[src/sv/http2_frame_header_parser_defines.svh]
// assertion macros shared by the http2 frame header parser rtl
`ifndef HTTP2_FRAME_HEADER_PARSER_DEFINES_SVH
`define HTTP2_FRAME_HEADER_PARSER_DEFINES_SVH

// checked only while out of reset
`define H2FP_ASSERT(lbl, prop, msg) \
    lbl: assert property (@(posedge aclk) disable iff (!aresetn) prop) else $error(msg);

// checked at every edge, reset included
`define H2FP_ASSERT_ALWAYS(lbl, prop, msg) \
    lbl: assert property (@(posedge aclk) prop) else $error(msg);

`endif

[src/sv/h2fp_pkg.sv]
// shared types and constants of the http2 frame header parser
`default_nettype none

package h2fp_pkg;

    localparam int HDR_BYTES = 9;
    localparam logic [3:0] HDR_LAST      = 4'(HDR_BYTES - 1);
    localparam logic [3:0] HDR_TYPE_POS  = 4'd3;
    localparam logic [3:0] HDR_FLAGS_POS = 4'd4;

    localparam logic [7:0]  FRAME_TYPE_GOAWAY = 8'd7;
    localparam logic [7:0]  KNOWN_TYPES       = 8'd10;
    localparam logic [23:0] GOAWAY_MIN_LEN    = 24'd8;
    localparam logic [3:0]  GOAWAY_BYTES      = 4'd8;
    localparam logic [3:0]  GOAWAY_LAST       = GOAWAY_BYTES - 4'd1;

    localparam logic [1:0] KIND_HEADER = 2'd0;
    localparam logic [1:0] KIND_GOAWAY = 2'd1;
    localparam logic [1:0] KIND_END    = 2'd2;

    localparam logic [1:0] END_CLEAN     = 2'd0;
    localparam logic [1:0] END_PARTIAL   = 2'd1;
    localparam logic [1:0] END_TRUNCATED = 2'd2;

    localparam int QUEUE_DEPTH = 4;
    localparam int QPTR_W      = $clog2(QUEUE_DEPTH);
    localparam int QCNT_W      = $clog2(QUEUE_DEPTH + 1);

    localparam int OUT_DATA_W = 168;

    // everything one input byte causes: an optional frame record and an optional summary
    typedef struct packed {
        logic        rec_valid;
        logic [1:0]  rec_kind;
        logic [7:0]  frame_type;
        logic        type_known;
        logic [23:0] payload_length;
        logic [7:0]  frame_flags;
        logic [30:0] stream_id;
        logic [31:0] goaway_last_stream;
        logic [31:0] goaway_error_code;
        logic        end_valid;
        logic [1:0]  end_status;
        logic [23:0] leftover_count;
    } h2fp_entry_t;

    typedef struct packed {
        logic full;
        logic empty;
    } h2fp_qstat_t;

endpackage

`default_nettype wire

[src/sv/h2fp_front.sv]
// byte parser: tracks header and payload position and builds queue entries
`default_nettype none

module h2fp_front
    import h2fp_pkg::*;
(
    input  wire logic        aclk,
    input  wire logic        aresetn,
    input  wire logic        s_tvalid,
    output logic             s_tready,
    input  wire logic [7:0]  s_tdata,
    input  wire logic        s_tlast,
    input  wire h2fp_qstat_t qstat,
    output logic             push,
    output h2fp_entry_t      entry
);

    logic        in_payload_reg,   in_payload_next;
    logic [3:0]  header_count_reg, header_count_next;
    logic [23:0] length_reg,       length_next;
    logic [7:0]  type_reg,         type_next;
    logic [7:0]  flags_reg,        flags_next;
    logic [31:0] stream_reg,       stream_next;
    logic [23:0] payload_left_reg, payload_left_next;
    logic [3:0]  goaway_count_reg, goaway_count_next;
    logic [63:0] goaway_words_reg, goaway_words_next;
    logic        accept;

    assign s_tready = !qstat.full;
    assign accept   = s_tvalid && s_tready;
    assign push     = accept && (entry.rec_valid || entry.end_valid);

    always_comb begin
        in_payload_next   = in_payload_reg;
        header_count_next = header_count_reg;
        length_next       = length_reg;
        type_next         = type_reg;
        flags_next        = flags_reg;
        stream_next       = stream_reg;
        payload_left_next = payload_left_reg;
        goaway_count_next = goaway_count_reg;
        goaway_words_next = goaway_words_reg;
        entry             = '0;

        if (!in_payload_reg) begin
            if (header_count_reg < HDR_TYPE_POS) begin
                length_next = {length_reg[15:0], s_tdata};
            end else if (header_count_reg == HDR_TYPE_POS) begin
                type_next = s_tdata;
            end else if (header_count_reg == HDR_FLAGS_POS) begin
                flags_next = s_tdata;
            end else begin
                stream_next = {stream_reg[23:0], s_tdata};
            end
            if (header_count_reg == HDR_LAST) begin
                entry.rec_valid      = 1'b1;
                entry.rec_kind       = KIND_HEADER;
                entry.frame_type     = type_reg;
                entry.type_known     = type_reg < KNOWN_TYPES;
                entry.payload_length = length_next;
                entry.frame_flags    = flags_reg;
                entry.stream_id      = stream_next[30:0];
                header_count_next    = '0;
                payload_left_next    = length_next;
                in_payload_next      = length_next != '0;
                goaway_count_next    = '0;
                goaway_words_next    = '0;
            end else begin
                header_count_next = header_count_reg + 4'd1;
            end
        end else begin
            // first eight goaway payload bytes carry last stream and error code
            if (type_reg == FRAME_TYPE_GOAWAY && length_reg >= GOAWAY_MIN_LEN &&
                goaway_count_reg < GOAWAY_BYTES) begin
                goaway_words_next = {goaway_words_reg[55:0], s_tdata};
                goaway_count_next = goaway_count_reg + 4'd1;
                if (goaway_count_reg == GOAWAY_LAST) begin
                    entry.rec_valid          = 1'b1;
                    entry.rec_kind           = KIND_GOAWAY;
                    entry.frame_type         = type_reg;
                    entry.type_known         = type_reg < KNOWN_TYPES;
                    entry.payload_length     = length_reg;
                    entry.frame_flags        = flags_reg;
                    entry.stream_id          = stream_reg[30:0];
                    entry.goaway_last_stream = goaway_words_next[63:32];
                    entry.goaway_error_code  = goaway_words_next[31:0];
                end
            end
            if (payload_left_reg != '0) begin
                payload_left_next = payload_left_reg - 24'd1;
            end
            if (payload_left_next == '0) begin
                in_payload_next = 1'b0;
            end
        end

        if (s_tlast) begin
            entry.end_valid = 1'b1;
            if (in_payload_next) begin
                entry.end_status     = END_TRUNCATED;
                entry.leftover_count = payload_left_next;
            end else if (header_count_next != '0) begin
                entry.end_status     = END_PARTIAL;
                entry.leftover_count = {20'd0, header_count_next};
            end else begin
                entry.end_status     = END_CLEAN;
            end
            in_payload_next   = 1'b0;
            header_count_next = '0;
            length_next       = '0;
            type_next         = '0;
            flags_next        = '0;
            stream_next       = '0;
            payload_left_next = '0;
            goaway_count_next = '0;
            goaway_words_next = '0;
        end
    end

    always_ff @(posedge aclk) begin
        if (!aresetn) begin
            in_payload_reg   <= 1'b0;
            header_count_reg <= '0;
            length_reg       <= '0;
            type_reg         <= '0;
            flags_reg        <= '0;
            stream_reg       <= '0;
            payload_left_reg <= '0;
            goaway_count_reg <= '0;
            goaway_words_reg <= '0;
        end else if (accept) begin
            in_payload_reg   <= in_payload_next;
            header_count_reg <= header_count_next;
            length_reg       <= length_next;
            type_reg         <= type_next;
            flags_reg        <= flags_next;
            stream_reg       <= stream_next;
            payload_left_reg <= payload_left_next;
            goaway_count_reg <= goaway_count_next;
            goaway_words_reg <= goaway_words_next;
        end
    end

endmodule

`default_nettype wire

[src/sv/h2fp_queue.sv]
// short entry queue between the parser and the output stage
`default_nettype none

`include "http2_frame_header_parser_defines.svh"

module h2fp_queue
    import h2fp_pkg::*;
(
    input  wire logic        aclk,
    input  wire logic        aresetn,
    input  wire logic        push,
    input  wire h2fp_entry_t push_entry,
    input  wire logic        pop,
    output h2fp_entry_t      head_entry,
    output h2fp_qstat_t      qstat
);

    h2fp_entry_t             entry_mem [QUEUE_DEPTH];
    logic [QPTR_W-1:0]       wr_ptr_reg, rd_ptr_reg;
    logic [QCNT_W-1:0]       count_reg,  count_next;

    assign head_entry  = entry_mem[rd_ptr_reg];
    assign qstat.full  = count_reg == QCNT_W'(QUEUE_DEPTH);
    assign qstat.empty = count_reg == '0;

    always_comb begin
        count_next = count_reg;
        if (push && !pop) begin
            count_next = count_reg + QCNT_W'(1);
        end else if (pop && !push) begin
            count_next = count_reg - QCNT_W'(1);
        end
    end

    always_ff @(posedge aclk) begin
        if (push) begin
            entry_mem[wr_ptr_reg] <= push_entry;
        end
    end

    always_ff @(posedge aclk) begin
        if (!aresetn) begin
            wr_ptr_reg <= '0;
            rd_ptr_reg <= '0;
            count_reg  <= '0;
        end else begin
            if (push) begin
                wr_ptr_reg <= wr_ptr_reg + QPTR_W'(1);
            end
            if (pop) begin
                rd_ptr_reg <= rd_ptr_reg + QPTR_W'(1);
            end
            count_reg <= count_next;
        end
    end

    `H2FP_ASSERT(a_count_bound, count_reg <= QCNT_W'(QUEUE_DEPTH), "queue count over depth")
    `H2FP_ASSERT(a_no_pop_empty, pop |-> !qstat.empty, "pop from empty queue")
    `H2FP_ASSERT(a_push_grows, (push && !pop) |=> (count_reg == $past(count_reg) + QCNT_W'(1)), "push lost")

endmodule

`default_nettype wire

[src/sv/h2fp_back.sv]
// output stage: expands queue entries into result words behind an output register
`default_nettype none

module h2fp_back
    import h2fp_pkg::*;
(
    input  wire logic                  aclk,
    input  wire logic                  aresetn,
    input  wire h2fp_entry_t           head_entry,
    input  wire h2fp_qstat_t           qstat,
    output logic                       pop,
    output logic                       m_tvalid,
    input  wire logic                  m_tready,
    output logic [OUT_DATA_W-1:0]      m_tdata,
    output logic [1:0]                 m_tuser,
    output logic                       m_tlast
);

    logic                  m_tvalid_reg, m_tvalid_next;
    logic [OUT_DATA_W-1:0] m_tdata_reg,  m_tdata_next;
    logic [1:0]            m_tuser_reg,  m_tuser_next;
    logic                  m_tlast_reg,  m_tlast_next;
    logic                  phase_reg,    phase_next;
    logic                  load;

    assign m_tvalid = m_tvalid_reg;
    assign m_tdata  = m_tdata_reg;
    assign m_tuser  = m_tuser_reg;
    assign m_tlast  = m_tlast_reg;

    assign load = !qstat.empty && (!m_tvalid_reg || m_tready);

    always_comb begin
        m_tvalid_next = m_tvalid_reg && !m_tready;
        m_tdata_next  = m_tdata_reg;
        m_tuser_next  = m_tuser_reg;
        m_tlast_next  = m_tlast_reg;
        phase_next    = phase_reg;
        pop           = 1'b0;
        if (load) begin
            m_tvalid_next = 1'b1;
            if (head_entry.rec_valid && !phase_reg) begin
                m_tuser_next = head_entry.rec_kind;
                m_tdata_next = {6'd0, 24'd0, 2'd0,
                                head_entry.goaway_error_code,
                                head_entry.goaway_last_stream,
                                head_entry.stream_id,
                                head_entry.frame_flags,
                                head_entry.payload_length,
                                head_entry.type_known,
                                head_entry.frame_type};
                m_tlast_next = !head_entry.end_valid;
                pop          = !head_entry.end_valid;
                phase_next   = head_entry.end_valid;
            end else begin
                m_tuser_next = KIND_END;
                m_tdata_next = {6'd0, head_entry.leftover_count, head_entry.end_status,
                                136'd0};
                m_tlast_next = 1'b1;
                pop          = 1'b1;
                phase_next   = 1'b0;
            end
        end
    end

    always_ff @(posedge aclk) begin
        m_tdata_reg <= m_tdata_next;
        m_tuser_reg <= m_tuser_next;
        m_tlast_reg <= m_tlast_next;
    end

    always_ff @(posedge aclk) begin
        if (!aresetn) begin
            m_tvalid_reg <= 1'b0;
            phase_reg    <= 1'b0;
        end else begin
            m_tvalid_reg <= m_tvalid_next;
            phase_reg    <= phase_next;
        end
    end

endmodule

`default_nettype wire

[src/sv/http2_frame_header_parser.sv]
// top level of the http2 frame header parser
// usage:
//   s_ channel takes one stream byte per word: tdata is the byte, tlast marks the
//   final byte of a received buffer
//   m_ channel gives result words: tuser is the record kind (frame header, goaway
//   detail, end summary), tlast marks the last result word caused by one byte
//   a byte may cause no result (payload skipping), one, or two (a frame record
//   followed by the end summary)
// timing:
//   one byte per cycle sustained; s_tready only drops when the four-entry
//   queue between parser and output stage is full
//   a result word for an accepted byte is written into the queue, then loaded into the
//   output register that drives m_; a second word for the same byte follows it
// reset:
//   aresetn low clears the parser to expect a frame header and empties the queue
//   and the output register; an end summary also returns the parser to that state
// stall:
//   the output register holds its word while m_tready is low; the parser keeps
//   accepting bytes until the queue fills
`default_nettype none

module http2_frame_header_parser
    import h2fp_pkg::*;
(
    input  wire logic                  aclk,
    input  wire logic                  aresetn,
    // input byte channel
    input  wire logic                  s_tvalid,
    output logic                       s_tready,
    input  wire logic [7:0]            s_tdata,   // [7:0] data_byte
    input  wire logic                  s_tlast,   // end_of_buffer
    // result channel
    output logic                       m_tvalid,
    input  wire logic                  m_tready,
    // [7:0] frame_type, [8] type_known, [32:9] payload_length, [40:33] frame_flags,
    // [71:41] stream_id, [103:72] goaway_last_stream, [135:104] goaway_error_code,
    // [137:136] end_status, [161:138] leftover_count, [167:162] zero
    output logic [OUT_DATA_W-1:0]      m_tdata,
    output logic [1:0]                 m_tuser,   // [1:0] record_kind
    output logic                       m_tlast    // last_of_run
);

    // entry built by the parser for the byte being accepted
    h2fp_entry_t push_entry;
    // entry at the head of the queue, seen by the output stage
    h2fp_entry_t head_entry;
    h2fp_qstat_t qstat;
    logic        push;
    logic        pop;

    // front: byte accept and frame parsing
    h2fp_front u_front (
        .aclk     (aclk),
        .aresetn  (aresetn),
        .s_tvalid (s_tvalid),
        .s_tready (s_tready),
        .s_tdata  (s_tdata),
        .s_tlast  (s_tlast),
        .qstat    (qstat),
        .push     (push),
        .entry    (push_entry)
    );

    // queue decoupling parser and output
    h2fp_queue u_queue (
        .aclk       (aclk),
        .aresetn    (aresetn),
        .push       (push),
        .push_entry (push_entry),
        .pop        (pop),
        .head_entry (head_entry),
        .qstat      (qstat)
    );

    // back: one or two result words per entry
    h2fp_back u_back (
        .aclk       (aclk),
        .aresetn    (aresetn),
        .head_entry (head_entry),
        .qstat      (qstat),
        .pop        (pop),
        .m_tvalid   (m_tvalid),
        .m_tready   (m_tready),
        .m_tdata    (m_tdata),
        .m_tuser    (m_tuser),
        .m_tlast    (m_tlast)
    );

endmodule

`default_nettype wire
[config.mk]
export PLATFORM = sky130hd
export DESIGN_NAME = http2_frame_header_parser
export DESIGN_NICKNAME = d
export VERILOG_FILES = /design/src/sv/h2fp_pkg.sv /design/src/sv/h2fp_front.sv /design/src/sv/h2fp_queue.sv /design/src/sv/h2fp_back.sv /design/src/sv/http2_frame_header_parser.sv
export VERILOG_INCLUDE_DIRS = /design/src /design/src/sv
export SDC_FILE = /design/constraint.sdc
export NUM_CORES = 1
export LEC_CHECK = 0
export BUFFER_PORTS_ARGS = -buffer_cell sky130_fd_sc_hd__buf_4
export CAP_MARGIN = 20
export CORE_MARGIN = 3
export CORE_UTILIZATION = 45
export CTS_CLUSTER_DIAMETER = 80
export DETAILED_ROUTE_END_ITERATION = 10
export PLACE_DENSITY_LB_ADDON = 0.12
export SLEW_MARGIN = 5
export SYNTH_ARGS = -nofsm -noshare
export SYNTH_HDL_FRONTEND = slang
export SYNTH_SLANG_ARGS = --single-unit
[constraint.sdc]
create_clock -name aclk -period 21.3 [get_ports aclk]
set_input_delay 1.065 -clock aclk [delete_from_list [all_inputs] [get_ports aclk]]
set_output_delay 1.065 -clock aclk [all_outputs]
set_load 0.01 [all_outputs]
==> results of run 1 <==
[logic make-up (layout without fill, tap and decap cells)]
kind of cell	count (synthesis)	count (layout)	share of synthesized area
DFF	996	996	0.714
and+or+nand+nor	721	721	0.102
AOI/OAI and AO/OA	296	296	0.0516
muxes	205	205	0.104
buffers and inverters	192	423	0.0201
xor gates and xnor gates	19	19	0.00421
adders and majority gates	11	11	0.00367
other	1	6	0.0000949
[per-stage QoR]
step | area (µm²) | hold WS [ns]
final | 45500 | 0.455
after CTS | 45400 | 0.460
after detailed placement | 41900 | 0.452
after global routing | 45500 | 0.483
after global placement | 41900 | 0.444
after floorplan | 39500 | 0.436
[final cells by class]
| class | instances | area share |
|---|---|---|
| clock buffers | 129 | 0.0601 |
| clock inverters | 64 | 0.0168 |
| inverters | 15 | 0.00129 |
| multi-input cells | 1258 | 0.233 |
| flip-flops and latches | 996 | 0.620 |
| well taps | 1155 | 0.0318 |
| repair buffers | 215 | 0.0366 |
[critical path: stages (launching register included)]
cell	delay [ns]
dfxtp_1	0.31
buf_4	0.51
inv_1	0.57
nor4b_1	0.57
o211a_4	0.57
or2_1	0.17
buf_4	0.33
o21ai_1	0.19
inv_1	0.23
and2_4	0.78
buf_4	0.93
[worst paths after layout]
kind / endpoint / slack (ns) / start / cells past startpoint
min reg2reg: u_front.goaway_words_reg[51] / 0.46 / u_front.goaway_words_reg[51] / 2
min: u_front.goaway_words_reg[51] / 0.46 / u_front.goaway_words_reg[51] / 2
max reg2reg: u_queue.entry_mem[3][80] / 15.56 / u_front.in_payload_reg / 10
max: u_queue.entry_mem[3][80] / 15.56 / u_front.in_payload_reg / 10
[metal layers]
layer  wire length, µm  part of all wire  vias up
li1                  -                 -     9717
met1             39100              0.43    11000
met2             46700              0.51      500
met3              3950             0.043      136
met4              2090             0.023        0
met5                 0                 0        -
[power breakdown]
group | switching [µW] | leakage, µW | total, µW | internal [µW]
registers | 84.6 | 0.00923 | 2510 | 2430
clock network | 754 | 0.00170 | 1850 | 1090
logic | 665 | 0.00488 | 1220 | 556
[Yosys cell counts (14+ instances only)]
library cell	n
buf_1	16
edfxtp_1	825
nor2b_1	95
dfxtp_1	171
a22o_1	31
inv_1	15
clkbuf_1	135
buf_2	14
nand2_1	160
and3_1	142
mux4_2	165
o21ai_0	31
mux2i_1	36
a21boi_0	29
nor3_1	22
a22oi_1	60
nor2_1	35
nand3_1	46
a21oi_1	79
and2_1	158
==> results.py, run 1 <==
metrics = {
    "status": {
        "outcome": "finished clean",
    },
    "timing": {
        "fin_tns_setup_ns": 0,
        "rsz0062_at_grt": "false",
        "worst_slew_pin_slew_ns": 1.11,
        "maxSlewHeadroom": 0.252,
        "fin_ws_ns": 15.56,
        "fin_worst_skew_ns": 0.0313,
        "timing.final.crit_period_ns": 5.74,
        "period_share": 0.269,
        "setup_violations": 0,
        "final-hold-violation-count": 0,
        "maxSlewViolCount": 0,
        "max_clock_freq_mhz": 174,
    },
    "critical_path": {
        "worstPathArrival_ns": 6.01,
        "required_ns": 21.58,
        "start_kind": "register",
        "cp-end-kind": "register",
        "path_max_fanout": 63,
        "criticalPathCategory": "reg2reg",
    },
    "clock_tree": {
        "h-tree-depth": 3,
        "tritoncts": "built",
        "clk_pin_slew_ns": 0.07,
        "clock_latency_ns": 0.68,
        "clockBufferDepth": 3,
        "cts_sinks": 996,
        "root_buffer": "clkbuf_16",
        "cts_setup_buffers": 0,
        "cts_buffers": 102,
        "cts-resized-gates": 0,
        "postCtsHoldBufs": 0,
    },
    "yosys": {
        "synth_warnings": 0,
        "syn_area_mm2": 0.0395,
        "synthCells": 2441,
        "yosysUniqueCellTypes": 76,
        "async_flop_share": 0,
        "ys_ff_latch": 996,
        "ys.flop_type": "edfxtp_1",
        "synth_top_area_frac": 0.627,
        "synth_edf_count": 825,
        "avgSynthCellArea_um2": 16.2,
        "synthTopCellsByArea": "edfxtp_1, mux4_2, dfxtp_1, and2_1, and3_1",
        "yosysSeqAreaShare": 0.714,
        "yosysTopAreaCell": "edfxtp_1",
    },
    "final_layout": {
        "syn2layout_area_growth_pct": 15.1,
        "num-fill-cells": 7094,
        "largest_reg_flops": 660,
        "fin_nets": 2612,
        "final_common_cell": "edfxtp_1",
        "insertedDiodeCount": 0,
        "regArea_mm2": 0.0282,
        "instances_no_fill": 3832,
        "drive_above_1_share": 0.214,
        "most-common-layout-cells": "edfxtp_1, buf_4, dfxtp_1, mux4_2, nand2_1",
        "multi_input_area_mm2": 0.0106,
        "utilization": 0.523,
    },
    "placement": {
        "dp_cells": 3636,
        "port_buffers": 179,
        "hpwl_mm": 55.3,
        "finalWeightedCongestion": 0.830,
        "pre_cts_slack_ns": 14.96,
    },
    "global_route": {
        "gr-usage-all-layers": 0.201,
        "use_met3": 0.0316,
        "grt_max_degree": 108,
        "gr-max-usage-layer": "met2",
        "gr-usage-met2": 0.341,
        "grt-ovfl-total": 0,
        "antenna_found_initial": 2,
        "grt_pass1_wl_mm": 138,
        "grt_pass1_vias": 21800,
        "met1_usage": 0.269,
    },
    "power": {
        "finalPower_uw": 5580,
        "p_per_area_mw_per_mm2": 123,
        "ir_worst_vdd_mv": 0.284,
        "leakagePower_uw": 0.0158,
    },
    "routing": {
        "vias": 21400,
        "drc": 0,
        "drt_iter0_drc": 1688,
        "wl_per_cell_um": 24.0,
        "postRouteAntennaNets": 0,
        "first_pass_iters": 6,
        "via_per_inst": 5.59,
        "routed_wl_mm": 91.9,
    },
    "floorplan": {
        "dieArea_mm2": 0.0914,
        "core_mm2": 0.0869,
        "die_h_um": 302,
        "core.rowCount": 108,
        "die_w_um": 302,
        "boundaryPins": 186,
        "start_util": 0.455,
    },
    "min_path": {
        "hp-class": "reg2reg",
    },
    "job": {
        "cap_violations": 0,
    },
}
No activity file was read; power rests on OpenSTA's default activity.
==> run 2: changes to the inputs <==
Clock period 21.3 ns to 5.56 ns, I/O delays scaled along.
==> run 2 against run 1 <==
  * Global-route usage rose by 0.61 points
  * Power rose to 3.9 times the previous value
  * Clock power rose to 3.9 times the previous value
  * Wire length rose by 2.2%
  * Combinational power rose to 3.9 times the previous value
  * Clock-buffer cell count rose by 13
  * Flip-flop and latch count did not move
  * Via count rose by 0.28%
  * Utilization rose by 0.29 points
  * Non-clock buffer count rose by 8
  * Critical endpoint is now u_queue.entry_mem[3][117]
  * Largest power group unchanged
  * Highest routed layer unchanged
==> results.py, run 2 (same netlist as run 1, synthesis figures left out) <==
metrics = {
    "final_layout": {
        "regArea_mm2": 0.0282,
        "num-fill-cells": 7109,
        "largest_reg_flops": 660,
        "multi_input_area_mm2": 0.0106,
        "most-common-layout-cells": "edfxtp_1, buf_4, dfxtp_1, mux4_2, nand2_1",
        "final_common_cell": "edfxtp_1",
        "fin_nets": 2624,
        "instances_no_fill": 3845,
        "final_area_mm2": 0.0457,
        "syn2layout_area_growth_pct": 15.7,
        "drive_above_1_share": 0.218,
        "insertedDiodeCount": 0,
    },
    "timing": {
        "maxSlewViolCount": 0,
        "timing.final.crit_period_ns": 3.77,
        "fin_worst_skew_ns": 0.0240,
        "fin_ws_ns": 1.79,
        "rsz0062_at_grt": "false",
        "max_clock_freq_mhz": 265,
        "maxSlewHeadroom": 0.251,
        "final-hold-violation-count": 0,
        "worst_slew_pin_slew_ns": 1.12,
        "fin_tns_setup_ns": 0,
        "period_share": 0.679,
        "setup_violations": 0,
    },
    "floorplan": {
        "core_mm2": 0.0869,
        "boundaryPins": 186,
        "die_w_um": 302,
        "start_util": 0.455,
        "die_h_um": 302,
        "dieArea_mm2": 0.0914,
        "core.rowCount": 108,
    },
    "routing": {
        "postRouteAntennaNets": 0,
        "wl_per_cell_um": 24.4,
        "drc": 0,
        "first_pass_iters": 5,
        "drt_iter0_drc": 1380,
        "vias": 21500,
        "via_per_inst": 5.58,
        "routed_wl_mm": 93.9,
    },
    "critical_path": {
        "path_max_fanout": 47,
        "cp-end-kind": "register",
        "r2r_slack_ns": 1.79,
        "start_kind": "register",
        "startpoint": "u_front.type_reg[4]",
        "reg2reg_to": "u_queue.entry_mem[3][117]",
        "required_ns": 5.86,
        "worstPathArrival_ns": 4.07,
        "timing.rr.start": "u_front.type_reg[4]",
        "crit_end": "u_queue.entry_mem[3][117]",
        "rr_worst_depth": 8,
        "criticalPathCategory": "reg2reg",
    },
    "placement": {
        "place_area_mm2": 0.0420,
        "dp_cells": 3639,
        "hpwl_mm": 55.5,
        "port_buffers": 179,
        "finalWeightedCongestion": 0.844,
        "pre_cts_slack_ns": 1.77,
    },
    "global_route": {
        "grt_pass1_wl_mm": 142,
        "grt-ovfl-total": 0,
        "grt_max_degree": 119,
        "grt_pass1_vias": 22600,
        "gr-usage-all-layers": 0.207,
        "antenna_found_initial": 2,
    },
    "clock_tree": {
        "cts_sinks": 996,
        "clk_pin_slew_ns": 0.07,
        "cts-resized-gates": 0,
        "clockBufferDepth": 3,
        "root_buffer": "clkbuf_16",
        "cts_buffers": 106,
        "tritoncts": "built",
        "h-tree-depth": 3,
        "clock_latency_ns": 0.66,
    },
    "power": {
        "p_sw_uw": 5850,
        "pwr-share-comb": 0.218,
        "p_int_uw": 15700,
        "finalPower_uw": 21600,
        "p_sw_frac": 0.271,
        "p_seq_frac": 0.449,
        "ir_worst_vdd_mv": 0.542,
        "p_per_area_mw_per_mm2": 472,
        "clkPwrFrac": 0.333,
        "leakagePower_uw": 0.0159,
    },
    "min_path": {
        "hp-class": "in2reg",
        "hold_start": "s_tdata[7]",
        "min_path_cells": 3,
    },
    "job": {
        "cap_violations": 0,
    },
    "status": {
        "outcome": "finished clean",
    },
}
## run 2: per-layer routing
metal / wire length [µm] / share of wire / up-vias / GRT usage
met1: 40500 / 0.43 / 11100 / 0.279
met3: 4210 / 0.045 / 136 / 0.0303
li1: - / - / 9751 / -
met4: 2270 / 0.024 / 0 / 0.0630
met2: 47000 / 0.50 / 504 / 0.349
met5: 0 / 0 / - / 0
## run 2: power groups by stage
stage | combinational, µW | clock (µW) | sequential, µW
2_1_floorplan | 2550 | 0 | 10100
3_3_place_gp | 4840 | 0 | 9830
3_5_place_dp | 4860 | 0 | 9850
4_1_cts | 4880 | 7370 | 9710
5_1_grt | 5110 | 7660 | 9780
6_report | 4710 | 7190 | 9680
## run 2: final cells by class
cell class | instances | share of cell area
flip-flops and latches | 996 | 0.617
multi-input cells | 1258 | 0.232
clock buffers | 142 | 0.0657
repair buffers | 223 | 0.0392
well taps | 1155 | 0.0316
clock inverters | 56 | 0.0135
inverters | 15 | 0.00129
## run 2: critical path, stage by stage, from the launching register on
cell and delay (ns):
dfxtp_1 0.32, nor4_1 0.37, nor4b_1 0.44, o211a_4 0.29, or2_1 0.24, o21ai_1 0.18, inv_1 0.20, and2_4 0.77
buf_4 0.55
## run 2: worst min-delay path by stage
stage and to:
4_1_cts u_front.goaway_words_reg[7], 5_1_grt u_front.goaway_words_reg[6], 3_5_place_dp u_front.goaway_words_reg[49], 2_1_floorplan u_queue.entry_mem[0][26], 6_report u_front.goaway_words_reg[7], 3_3_place_gp u_front.goaway_words_reg[50]
## run 2: stage by stage
stage	hold slack [ns]	util
after floorplan	0.377	-
after global placement	0.447	0.484
final	0.0512	0.526
after detailed placement	0.452	0.484
after CTS	0.00662	0.526
after global routing	0.0505	0.526
## run 2: timing repair
| action | 4_1_cts | 5_1_grt |
|---|---|---|
| hold buffers | 7 | 0 |
| endpoints found under the setup margin | 0 | 0 |
| buffers inserted | 0 | 0 |
| endpoints found under the hold margin | 7 | 0 |
==> run 3: changes to the inputs <==
Clock period 5.56 ns to 3.5 ns, I/O delays scaled along.
==> run 3 against run 2 <==
  * Sequential power up 57%
  * Flip-flop and latch count unchanged
  * Clock-buffer cell count increased by 6
  * Via count increased by 0.42%
  * Non-clock buffer count up 40
  * Cell count increased by 0.99%
  * First-iteration DRC count grew 27%
  * Largest cell class unchanged
==> results.py, run 3 (same netlist as run 1, synthesis figures left out) <==
metrics = {
    "final_layout": {
        "utilization": 0.528,
        "largest_reg_flops": 660,
        "fin_nets": 2661,
        "syn2layout_area_growth_pct": 16.1,
        "insertedDiodeCount": 0,
        "final_common_cell": "edfxtp_1",
        "most-common-layout-cells": "edfxtp_1, buf_4, dfxtp_1, mux4_2, nand2_1",
        "drive_above_1_share": 0.228,
    },
    "clock_tree": {
        "tritoncts": "built",
        "cts_buffers": 103,
        "clock_latency_ns": 0.66,
        "clk_pin_slew_ns": 0.06,
        "cts_setup_buffers": 0,
        "h-tree-depth": 3,
        "root_buffer": "clkbuf_16",
        "cts_sinks": 996,
        "clockBufferDepth": 3,
    },
    "power": {
        "leakagePower_uw": 0.0160,
        "ir_worst_vdd_mv": 1.56,
        "p_per_area_mw_per_mm2": 734,
        "finalPower_uw": 33700,
    },
    "critical_path": {
        "slowest_stage": "dfxtp_1",
        "cp_common_cell": "buf_4",
        "crit_chain": "inv_1 > ha_1 > nor3b_2 > buf_4 > a2111oi_0 > nor3_1 > nor4bb_1 > and4_1 > buf_4 > mux2i_1",
        "cpPeakStageDelay_ns": 0.47,
        "path_max_fanout": 9,
        "cp.depth": 10,
        "cp-end-kind": "register",
        "r2r_slack_ns": 0.24,
        "startpoint": "u_front.payload_left_reg[1]",
        "crit_buf_inv": 3,
        "start_kind": "register",
        "worstPathArrival_ns": 3.67,
        "criticalPathCategory": "reg2reg",
        "rr_worst_depth": 10,
        "cpLargestDelayFamily": "simple AND/OR/NAND/NOR gates",
        "required_ns": 3.91,
        "crit_end": "u_queue.entry_mem[1][3]",
        "reg2reg_to": "u_queue.entry_mem[1][3]",
        "timing.rr.start": "u_front.payload_left_reg[1]",
    },
    "timing": {
        "maxSlewHeadroom": 0.278,
        "period_share": 0.931,
        "rsz0062_at_grt": "false",
        "maxSlewViolCount": 0,
        "fin_ws_ns": 0.241,
        "max_clock_freq_mhz": 307,
        "worst_slew_pin_slew_ns": 1.08,
        "final-hold-violation-count": 0,
        "timing.final.crit_period_ns": 3.26,
        "setup_violations": 0,
        "fin_worst_skew_ns": 0.0291,
    },
    "placement": {
        "pre_cts_slack_ns": 0.164,
        "port_buffers": 179,
        "finalWeightedCongestion": 0.842,
        "hpwl_mm": 55.7,
    },
    "floorplan": {
        "dieArea_mm2": 0.0914,
        "boundaryPins": 186,
        "core.rowCount": 108,
        "die_h_um": 302,
        "core_mm2": 0.0869,
        "start_util": 0.455,
        "die_w_um": 302,
    },
    "global_route": {
        "antenna_found_initial": 1,
        "grt_pass1_wl_mm": 140,
        "grt_pass1_vias": 22400,
        "grt-ovfl-total": 0,
        "grt_max_degree": 117,
        "gr-usage-all-layers": 0.203,
    },
    "routing": {
        "drt_iter0_drc": 1758,
        "routed_wl_mm": 92.2,
        "postRouteAntennaNets": 0,
        "wl_per_cell_um": 23.7,
        "drc": 0,
        "first_pass_iters": 5,
        "via_per_inst": 5.55,
        "vias": 21600,
    },
    "min_path": {
        "hp-class": "in2reg",
        "min_path_cells": 5,
    },
    "job": {
        "cap_violations": 0,
    },
    "status": {
        "outcome": "finished clean",
    },
}
-- run 3: metrics by stage --
step / instances / setup TNS (ns) / area, µm² / hold slack, ns
floorplan: 2446 / -17.02 / 39600 / 0.274
global placement: 3678 / 0 / 42400 / 0.450
detailed placement: 3678 / 0 / 42400 / 0.460
CTS: 3883 / 0 / 45800 / 0.0992
global route: 3883 / 0 / 45900 / 0.137
finish: 3883 / 0 / 45900 / 0.139
-- run 3: worst min-delay path, cell delays in order --
cell and delay (ns):
buf_4 0.12, o21ai_1 0.10, buf_4 0.15, mux2i_1 0.13
nor2b_1 0.05
-- run 3: worst min-delay path by stage --
stage,from,to
floorplan,s_tlast,u_queue.entry_mem[0][26]
global placement,u_front.goaway_words_reg[51],u_front.goaway_words_reg[51]
detailed placement,u_front.goaway_words_reg[50],u_front.goaway_words_reg[50]
CTS,s_tlast,u_queue.wr_ptr_reg[1]
global route,s_tlast,u_queue.entry_mem[3][26]
finish,s_tlast,u_queue.wr_ptr_reg[1]
-- run 3: metal layers --
metal / part of all wire / vias up / routed length, µm / track usage
li1: - / 9810 / - / -
met1: 0.43 / 11100 / 39800 / 0.279
met3: 0.047 / 124 / 4320 / 0.0304
met2: 0.50 / 525 / 46100 / 0.341
met5: 0 / - / 0 / 0
met4: 0.021 / 0 / 1910 / 0.0531
-- run 3: report_power, final --
group	internal (µW)	total, µW	switching (µW)
clock	6320	10800	4460
sequential	14800	15200	456
combinational	3480	7670	4180
-- run 3: final cells by class --
| type | instances | area [µm²] |
|---|---|---|
| Sequential cell | 996 | 28200 |
| Timing Repair Buffer | 263 | 2120 |
| Fill cell | 7107 | 41000 |
| Inverter | 15 | 58.8 |
| Multi-Input combinational cell | 1258 | 10600 |
| Clock buffer | 148 | 2950 |
| Clock inverter | 48 | 445 |
| Tap cell | 1155 | 1450 |
-- run 3: repair_timing --
| item | in CTS | in global routing |
|---|---|---|
| endpoints found under the hold margin | 23 | 0 |
| hold buffers | 9 | 0 |
| endpoints found under the setup margin | 0 | 135 |
| resized for setup | 0 | 4 |
